$ cat src/rtl/core/kst_ram.sv
`timescale 1ns / 1ps
// ----------------------------------------------------------------------------
// kst_ram
// Simple dual-port RAM: one write port, one read port with registered data.
// ----------------------------------------------------------------------------
module kst_ram #(
    parameter int WIDTH = 8,
    parameter int DEPTH = 16
) (
    input  logic                                         i_clk,
    input  logic                                         i_we,
    input  logic [((DEPTH > 1) ? $clog2(DEPTH) : 1)-1:0] i_waddr,
    input  logic [WIDTH-1:0]                             i_wdata,
    input  logic [((DEPTH > 1) ? $clog2(DEPTH) : 1)-1:0] i_raddr,
    output logic [WIDTH-1:0]                             o_rdata
);

    logic [WIDTH-1:0] r_mem [DEPTH];
    logic [WIDTH-1:0] r_rdata;

    always_ff @(posedge i_clk) begin
        if (i_we) begin
            r_mem[i_waddr] <= i_wdata;
        end
        r_rdata <= r_mem[i_raddr];
    end

    assign o_rdata = r_rdata;

endmodule

$ cat config.mk
export PLATFORM = sky130hd
export DESIGN_NAME = kst_ram
export DESIGN_NICKNAME = d
export VERILOG_FILES = /design/src/rtl/core/kst_ram.sv
export SDC_FILE = /design/constraint.sdc
export NUM_CORES = 1
export LEC_CHECK = 0
export BUFFER_PORTS_ARGS = -buffer_cell sky130_fd_sc_hd__buf_2
export CORE_MARGIN = 5
export CORE_UTILIZATION = 43
export CTS_BUF_LIST = sky130_fd_sc_hd__clkbuf_16
export DETAILED_ROUTE_END_ITERATION = 10
export GPL_TIMING_DRIVEN = 0
export RECOVER_POWER = 100
export SETUP_SLACK_MARGIN = 0.1
export SYNTH_ARGS = -nofsm -noshare
export SYNTH_HDL_FRONTEND = slang
export SYNTH_SLANG_ARGS = --single-unit
export TNS_END_PERCENT = 20
$ cat constraint.sdc
create_clock -name i_clk -period 2.11 [get_ports i_clk]
set_input_delay 0.211 -clock i_clk [delete_from_list [all_inputs] [get_ports i_clk]]
set_output_delay 0.211 -clock i_clk [all_outputs]
set_load 0.03 [all_outputs]
==> results.sh, run 1 <==
export IMPL_status="complete, no violations"
export IMPL_rsz0062_at_grt="no"
export IMPL_initialDrtViolationCount=133
export IMPL_cp_max_fo=8
export IMPL_postCtsSetupRepairBufs=0
export IMPL_ant_nets=0
export IMPL_end_kind="register"
export IMPL_final_cell_area_sq_um=5973
export IMPL_vias_per_cell=5.380
export IMPL_path_clk_slew_ns=0.05
export IMPL_start_kind="input pin"
export IMPL_final_common_cell="edfxtp_1"
export IMPL_cts_buffers_inserted=17
export IMPL_multiInputGateArea_sq_um=1057
export IMPL_route_detailed_drc=0
export IMPL_hold_ws_ns=0.2945
export IMPL_syn_inst=229
export IMPL_relSlewSlack=0.09529
export IMPL_vias=2324
export IMPL_track_usage=0.1419
export IMPL_synth_area_sq_um=5147
export IMPL_setup_violations_final=0
export IMPL_startpoint="i_waddr[2]"
export IMPL_clock_path_buffers=2
export IMPL_slowest_delay_ns=0.95
export IMPL_p_per_area_nw_per_um2=1013
export IMPL_hp_class="in2reg"
export IMPL_synth_cell_types=19
export IMPL_yosysSeqAreaShare=0.7778
export IMPL_grt_max_degree=17
export IMPL_place_congestion=0.7016
export IMPL_clock_sinks=136
export IMPL_holdPathStages=4
export IMPL_r2r_start="r_mem[1][0]$_DFFE_PP_"
export IMPL_syn_nets=247
export IMPL_worstPathRequired_ns=2.13
export IMPL_cts_tree="yes"
export IMPL_die_h_um=119.4
export IMPL_final_cell_mix="128 x edfxtp_1, 19 x clkbuf_1, 18 x mux4_2, 17 x clkbuf_16, 16 x a22oi_1"
export IMPL_postCtsHoldBufs=0
export IMPL_design_die_area_sq_um=14260
export IMPL_wl_per_cell_um=21.97
export IMPL_io_pins=26
export IMPL_syn_avg_cell_area_sq_um=22.48
export IMPL_hpwl_um=6000
export IMPL_r2r_setup_slack_ns=0.65
export IMPL_p_leak_nw=1.966
export IMPL_worst_skew_pair_late_latency_ns=0.41
export IMPL_dpl_instance_area_sq_um=5451
export IMPL_peakVddDrop_uv=523.1
export IMPL_drive_above_1_share=0.2105
export IMPL_fin_nets=290
export IMPL_start_util=0.4340
export IMPL_io_buffers=24
export IMPL_grt_pass1_wl_um=14190
export IMPL_crit_type="in2reg"
export IMPL_cts_resized=0
export IMPL_grt_ovfl_total=0
export IMPL_cts_root_buf="clkbuf_16"
export IMPL_regArea_sq_um=4004
export IMPL_hold_violations=0
export IMPL_post_route_period_util=0.8459
export IMPL_tightest_slew_ns=1.347
export IMPL_finClkSkew_ns=0.006469
export IMPL_core_sq_um=11860
export IMPL_syn_to_final_growth_pct=16.04
export IMPL_rows=40
export IMPL_wirelength_um=9491
export IMPL_die_w_um=119.4
export IMPL_antenna_found_initial=0
export IMPL_total_power_mw=6.050
export IMPL_n_antenna_cell=0
export IMPL_yosys_warnings=0
export IMPL_num_fill_cells=930
export IMPL_worstPathArrival_ns=1.80
export IMPL_reg2regPathDepth=3
export IMPL_hold_start="i_raddr[0]"
export IMPL_fmax_ghz=0.5603
export IMPL_drv_slew=0
export IMPL_slowest_stage="nor3_1"
export IMPL_crit_chain="clkbuf_1, or3b_2, nor3_1"
export IMPL_first_global_vias=2352
export IMPL_period_needed_ns=1.785
export IMPL_firstDrtPassIters=4
export IMPL_ys_seq_elements=136
export IMPL_maxCapViolations=0
export IMPL_htree_levels=4
[synthesized netlist by cell type, drive strengths merged]
cell type      instances  share of area
nor3                   4         0.0039
nand3b                 2         0.0029
mux4                  32           0.15
nand2                  9         0.0066
nor2b                  1         0.0012
and2                   1         0.0012
clkdlybuf4s25          3         0.0058
and2b                  1         0.0015
or3b                   1         0.0017
buf                    7          0.011
dfxtp                  8          0.031
a22oi                 16          0.023
nor2                  13         0.0095
nand3                  1        0.00097
edfxtp               128           0.75
nand2b                 2         0.0024
[per-stage QoR]
stage | setup WS [ns] | instances | utilization | setup TNS (ns)
2_1_floorplan | 0.4061 | 229 | - | 0
3_3_place_gp | -0.2065 | 400 | 0.4596 | -1.650
3_5_place_dp | -0.2277 | 400 | 0.4596 | -1.818
4_1_cts | 0.2025 | 432 | 0.5056 | 0
5_1_grt | 0.2453 | 432 | 0.5036 | 0
6_report | 0.3252 | 432 | 0.5036 | 0
[where the power goes]
part	switching [mW]	internal (mW)	leakage [nW]
Clock	1.01	1.69	0.282
Sequential	0.0132	3.02	1.22
Combinational	0.199	0.112	0.460
Total	1.22	4.83	1.97
[layer usage]
layer / GRT usage / up-vias / wire length [um]
met1: 0.2024 / 1198 / 4480
li1: - / 1061 / -
met3: 0.04084 / 11 / 431
met2: 0.2063 / 54 / 4462
met4: 0.05798 / 0 / 116
met5: 0 / - / 0
[registers in the layout, summed over array words and instances, names as in the netlist]
register,count
o_rdata,8
r_mem,128
[cells by family (layout without fill, tap and decap cells)]
family	after synthesis	after routing	share of synthesized area
buf+inv	10	66	0.01677
flops	136	136	0.7778
simple gates	35	35	0.03184
compound gates	16	16	0.02334
mux	32	32	0.1502
[worst paths after layout]
| check | end |
|---|---|
| setup / recovery | r_mem[0][3]$_DFFE_PP_ |
| hold / removal | o_rdata[7]$_DFF_P_ |
| setup reg to reg | o_rdata[0]$_DFF_P_ |
| hold reg to reg | o_rdata[2]$_DFF_P_ |
[cell type report]
cell class	count	share of cell area
repair buffers	24	0.01613
multi-input cells	83	0.1770
well taps	147	0.03079
clock buffers	17	0.07122
plain buffers	10	0.01445
flip-flops and latches	136	0.6703
clock inverters	15	0.02011
[worst max-delay path, delay by kind of cell]
family | cells | cell delay [ns]
AND/OR/NAND/NOR | 2 | 1.49
buffers and inverters | 1 | 0.10
(Power assumes the default switching activity.)
==> run 2: changes to the inputs <==
==> constraint.sdc (replaced) <==
create_clock -name i_clk -period 1.53 [get_ports i_clk]
set_input_delay 0.153 -clock i_clk [delete_from_list [all_inputs] [get_ports i_clk]]
set_output_delay 0.153 -clock i_clk [all_outputs]
set_load 0.03 [all_outputs]
==> results.sh, run 2 (synthesized netlist as in run 1, its figures left out) <==
export IMPL_postCtsSetupRepairBufs=0
export IMPL_total_power_mw=8.179
export IMPL_worstPathRequired_ns=1.82
export IMPL_hold_violations=0
export IMPL_design_die_area_sq_um=14260
export IMPL_p_per_area_nw_per_um2=1371
export IMPL_firstDrtPassIters=4
export IMPL_final_common_cell="edfxtp_1"
export IMPL_core_sq_um=11860
export IMPL_final_cell_mix="128 x edfxtp_1, 20 x clkbuf_1, 18 x mux4_2, 17 x clkbuf_16, 16 x a22oi_1"
export IMPL_hp_class="in2reg"
export IMPL_dpl_instance_area_sq_um=5456
export IMPL_ant_nets=0
export IMPL_io_buffers=24
export IMPL_die_h_um=119.4
export IMPL_fmax_ghz=0.7006
export IMPL_worstPathArrival_ns=1.71
export IMPL_io_pins=26
export IMPL_clock_sinks=136
export IMPL_die_w_um=119.4
export IMPL_largest_reg_flops=128
export IMPL_vias=2324
export IMPL_post_place_cells=400
export IMPL_track_usage=0.1489
export IMPL_relSlewSlack=0.4519
export IMPL_cts_root_buf="clkbuf_16"
export IMPL_wl_per_cell_um=22.48
export IMPL_period_needed_ns=1.427
export IMPL_htree_levels=4
export IMPL_hold_ws_ns=0.2291
export IMPL_start_kind="register"
export IMPL_initialDrtViolationCount=176
export IMPL_n_antenna_cell=0
export IMPL_post_route_period_util=0.9329
export IMPL_start_util=0.4340
export IMPL_cp_max_fo=1
export IMPL_end_kind="register"
export IMPL_place_congestion=0.7200
export IMPL_wirelength_um=9734
export IMPL_drv_slew=0
export IMPL_cts_tree="yes"
export IMPL_worst_skew_pair_late_latency_ns=0.41
export IMPL_p_leak_nw=1.953
export IMPL_final_util=0.5028
export IMPL_first_global_vias=2370
export IMPL_tightest_slew_ns=0.8191
export IMPL_status="complete, no violations"
export IMPL_syn_to_final_growth_pct=15.87
export IMPL_hpwl_um=6153
export IMPL_peakVddDrop_uv=792.3
export IMPL_drive_above_1_share=0.2203
export IMPL_path_clk_slew_ns=0.05
export IMPL_final_cell_area_sq_um=5964
export IMPL_grt_pass1_wl_um=14730
export IMPL_setup_violations_final=0
export IMPL_cts_resized=1
export IMPL_largest_register="r_mem"
export IMPL_clock_path_buffers=2
export IMPL_holdPathStages=2
export IMPL_antenna_found_initial=0
export IMPL_postCtsHoldBufs=0
export IMPL_r2r_setup_slack_ns=0.10
export IMPL_maxCapViolations=0
export IMPL_crit_type="reg2reg"
export IMPL_grt_max_degree=17
export IMPL_grt_ovfl_total=0
export IMPL_rows=40
export IMPL_cts_buffers_inserted=17
export IMPL_rsz0062_at_grt="yes"
export IMPL_reg2regPathDepth=3
export IMPL_route_detailed_drc=0
export IMPL_vias_per_cell=5.367
export IMPL_finClkSkew_ns=0.006933
export IMPL_fin_cells=433
export IMPL_fin_nets=291
run 2: cell types whose count changed in the layout (fill, tap and decap cells not counted), sizes merged:
cell and change:
clkbuf +1, clkinv +5, bufinv -1, inv -3
clkinvlp -1
run 2: worst paths after layout:
path | start | to
min reg2reg | r_mem[8][2]$_DFFE_PP_ | o_rdata[2]$_DFF_P_
max reg2reg | r_mem[15][7]$_DFFE_PP_ | o_rdata[7]$_DFF_P_
max | r_mem[15][7]$_DFFE_PP_ | o_rdata[7]$_DFF_P_
min | i_waddr[0] | r_mem[12][4]$_DFFE_PP_
run 2: report_power, final:
part	switching (mW)	internal (mW)	total (mW)	leakage, nW
combinational	0.277	0.154	0.431	0.465
sequential	0.0187	4.17	4.19	1.22
clock	1.39	2.16	3.56	0.264
run 2: final cells by class:
class | instances | area [sq um]
Buffer | 10 | 86.33
Clock buffer | 17 | 425.4
Clock inverter | 15 | 92.59
Fill cell | 945 | 5897
Multi-Input combinational cell | 83 | 1072
Sequential cell | 136 | 4004
Tap cell | 147 | 183.9
Timing Repair Buffer | 25 | 100.1
run 2: critical path, cell delays in order (launching register included):
cell	delay, ns
edfxtp_1	0.36
mux4_2	0.50
a22oi_1	0.35
nand2_1	0.08
run 2: layer usage:
layer,share of wire,vias to the layer above,track usage
met3,0.046,9,0.04131
met5,0,-,0
met4,0.018,0,0.08017
met2,0.48,58,0.2165
li1,-,1063,-
met1,0.45,1194,0.2043
run 2: per-stage QoR:
step           setup slack, ns  TNS (ns)
3_5_place_dp           -0.4739    -21.55
6_report                0.1026         0
4_1_cts                0.08396         0
2_1_floorplan           0.1109         0
5_1_grt                0.05457         0
3_3_place_gp           -0.4553    -19.56
==> run 3: changes to the inputs <==
--- a/config.mk
+++ b/config.mk
@@ -7,10 +7,11 @@
 export LEC_CHECK = 0
 export BUFFER_PORTS_ARGS = -buffer_cell sky130_fd_sc_hd__buf_2
 export CORE_MARGIN = 5
-export CORE_UTILIZATION = 43
+export CORE_UTILIZATION = 54
 export CTS_BUF_LIST = sky130_fd_sc_hd__clkbuf_16
 export DETAILED_ROUTE_END_ITERATION = 10
 export GPL_TIMING_DRIVEN = 0
+export PLACE_DENSITY = 0.74
 export RECOVER_POWER = 100
 export SETUP_SLACK_MARGIN = 0.1
 export SYNTH_ARGS = -nofsm -noshare
==> results.sh, run 3 (synthesized netlist as in run 1, its figures left out) <==
export IMPL_htree_levels=4
export IMPL_initialDrtViolationCount=170
export IMPL_peakVddDrop_uv=786.3
export IMPL_n_antenna_cell=0
export IMPL_die_w_um=107.6
export IMPL_grt_pass1_wl_um=14280
export IMPL_ant_nets=0
export IMPL_status="complete, no violations"
export IMPL_io_pins=26
export IMPL_worst_skew_pair_late_latency_ns=0.40
export IMPL_p_switching_mw=1.716
export IMPL_place_congestion=0.7279
export IMPL_largest_reg_flops=128
export IMPL_drive_above_1_share=0.2316
export IMPL_end_kind="register"
export IMPL_tightest_slew_ns=1.114
export IMPL_cts_tree="yes"
export IMPL_final_common_cell="edfxtp_1"
export IMPL_period_needed_ns=1.449
export IMPL_post_route_period_util=0.9472
export IMPL_p_int_mw=6.851
export IMPL_rows=35
export IMPL_critPathBufInv=0
export IMPL_fin_nets=290
export IMPL_grt_ovfl_total=0
export IMPL_hp_class="in2reg"
export IMPL_clock_path_buffers=2
export IMPL_vias_per_cell=5.693
export IMPL_rsz0062_at_grt="yes"
export IMPL_syn_to_final_growth_pct=16.70
export IMPL_critical_path_top_delay_family="multiplexers"
export IMPL_wl_per_cell_um=22.59
export IMPL_first_global_vias=2421
export IMPL_pwr_share_comb=0.050
export IMPL_hold_violations=0
export IMPL_worstPathRequired_ns=1.81
export IMPL_p_leak_nw=1.961
export IMPL_cts_buffers_inserted=17
export IMPL_crit_chain="mux4_1, a22oi_1, nand2_1"
export IMPL_p_clk_frac=0.461
export IMPL_core_sq_um=9284
export IMPL_final_util=0.6470
export IMPL_drv_slew=0
export IMPL_finClkSkew_ns=0.005576
export IMPL_relSlewSlack=0.2519
export IMPL_cts_root_buf="clkbuf_16"
export IMPL_die_h_um=107.6
export IMPL_clock_sinks=136
export IMPL_hpwl_um=5689
export IMPL_cp_max_fo=1
export IMPL_worstPathArrival_ns=1.73
export IMPL_crit_type="reg2reg"
export IMPL_design_die_area_sq_um=11590
export IMPL_firstDrtPassIters=4
export IMPL_path_clk_slew_ns=0.06
export IMPL_pwr_share_seq=0.489
export IMPL_num_fill_cells=611
export IMPL_track_usage=0.1796
export IMPL_largest_register="r_mem"
export IMPL_io_buffers=24
export IMPL_slowest_delay_ns=0.56
export IMPL_fmax_ghz=0.6900
export IMPL_final_cell_mix="128 x edfxtp_1, 19 x clkbuf_1, 18 x mux4_2, 17 x clkbuf_16, 16 x a22oi_1"
export IMPL_grt_max_degree=17
export IMPL_fin_cells=414
export IMPL_post_place_cells=382
export IMPL_start_util=0.5544
export IMPL_route_detailed_drc=0
export IMPL_postCtsHoldBufs=0
export IMPL_setup_violations_final=0
export IMPL_vias=2357
export IMPL_maxCapViolations=0
export IMPL_wirelength_um=9353
export IMPL_p_per_area_nw_per_um2=1426
export IMPL_antenna_found_initial=0
export IMPL_slowest_stage="mux4_1"
export IMPL_swShare=0.2003
export IMPL_start_kind="register"
-- run 3: per-layer routing --
metal / track usage / routed length [um] / up-vias / share of wire
met5: 0 / 0 / - / 0
met4: 0.06943 / 87 / 0 / 0.0093
met3: 0.06359 / 863 / 7 / 0.092
met2: 0.2709 / 4600 / 117 / 0.49
met1: 0.2422 / 3801 / 1171 / 0.41
li1: - / - / 1062 / -
-- run 3: cell type report --
| type | count | area [sq um] | area share |
|---|---|---|---|
| sequential | 136 | 4004 | 0.6665 |
| multi-input combinational | 83 | 1072 | 0.1785 |
| clock buffer | 17 | 425.4 | 0.07082 |
| clock inverter | 15 | 161.4 | 0.02687 |
| tap | 129 | 161.4 | 0.02687 |
| timing repair buffer | 24 | 96.34 | 0.01604 |
| buffer | 10 | 86.33 | 0.01437 |
-- run 3: power by group through the flow --
stage	registers [mW]	logic [mW]	clock network, mW
detailed placement	4.26	0.438	0
floorplan	4.31	0.212	0
CTS	4.19	0.444	4.01
finish	4.19	0.427	3.95
global placement	4.26	0.428	0
global route	4.19	0.460	4.20
-- run 3: through the flow --
stage                     setup TNS, ns  power (mW)  hold slack (ns)  area (sq um)  setup slack (ns)
after floorplan                       0       4.522           0.2519          5152            0.1109
final                                 0       8.568           0.2320          6007           0.08077
after global placement           -16.47       4.683           0.5436          5434           -0.3754
after global routing                  0       8.857           0.2666          6007           0.04288
after CTS                             0       8.638           0.1268          6026           0.07220
after detailed placement         -17.46       4.699           0.5584          5434           -0.4109
-- run 3: worst min-delay path, delay by kind of cell --
kind / cells / cell delay [ns]
AO/OA/AOI/OAI: 1 / 0.08
buffers and inverters: 1 / 0.12
multiplexers: 1 / 0.18
AND/OR/NAND/NOR: 1 / 0.07
-- run 3: what timing repair did --
action                                  4_1_cts  5_1_grt
gates cloned                                  0        0
resized for setup                             1        1
setup buffers                                 0        0
endpoints found under the setup margin       21       34
-- run 3: worst paths after layout --
kind                         start            endpoint  slack, ns  depth (start not counted)
max          r_mem[5][0]$_DFFE_PP_  o_rdata[0]$_DFF_P_       0.08                          3
min                     i_raddr[1]  o_rdata[7]$_DFF_P_       0.23                          4
max reg2reg  r_mem[5][0]$_DFFE_PP_  o_rdata[0]$_DFF_P_       0.08                          3
min reg2reg  r_mem[8][1]$_DFFE_PP_  o_rdata[1]$_DFF_P_       0.69                          3
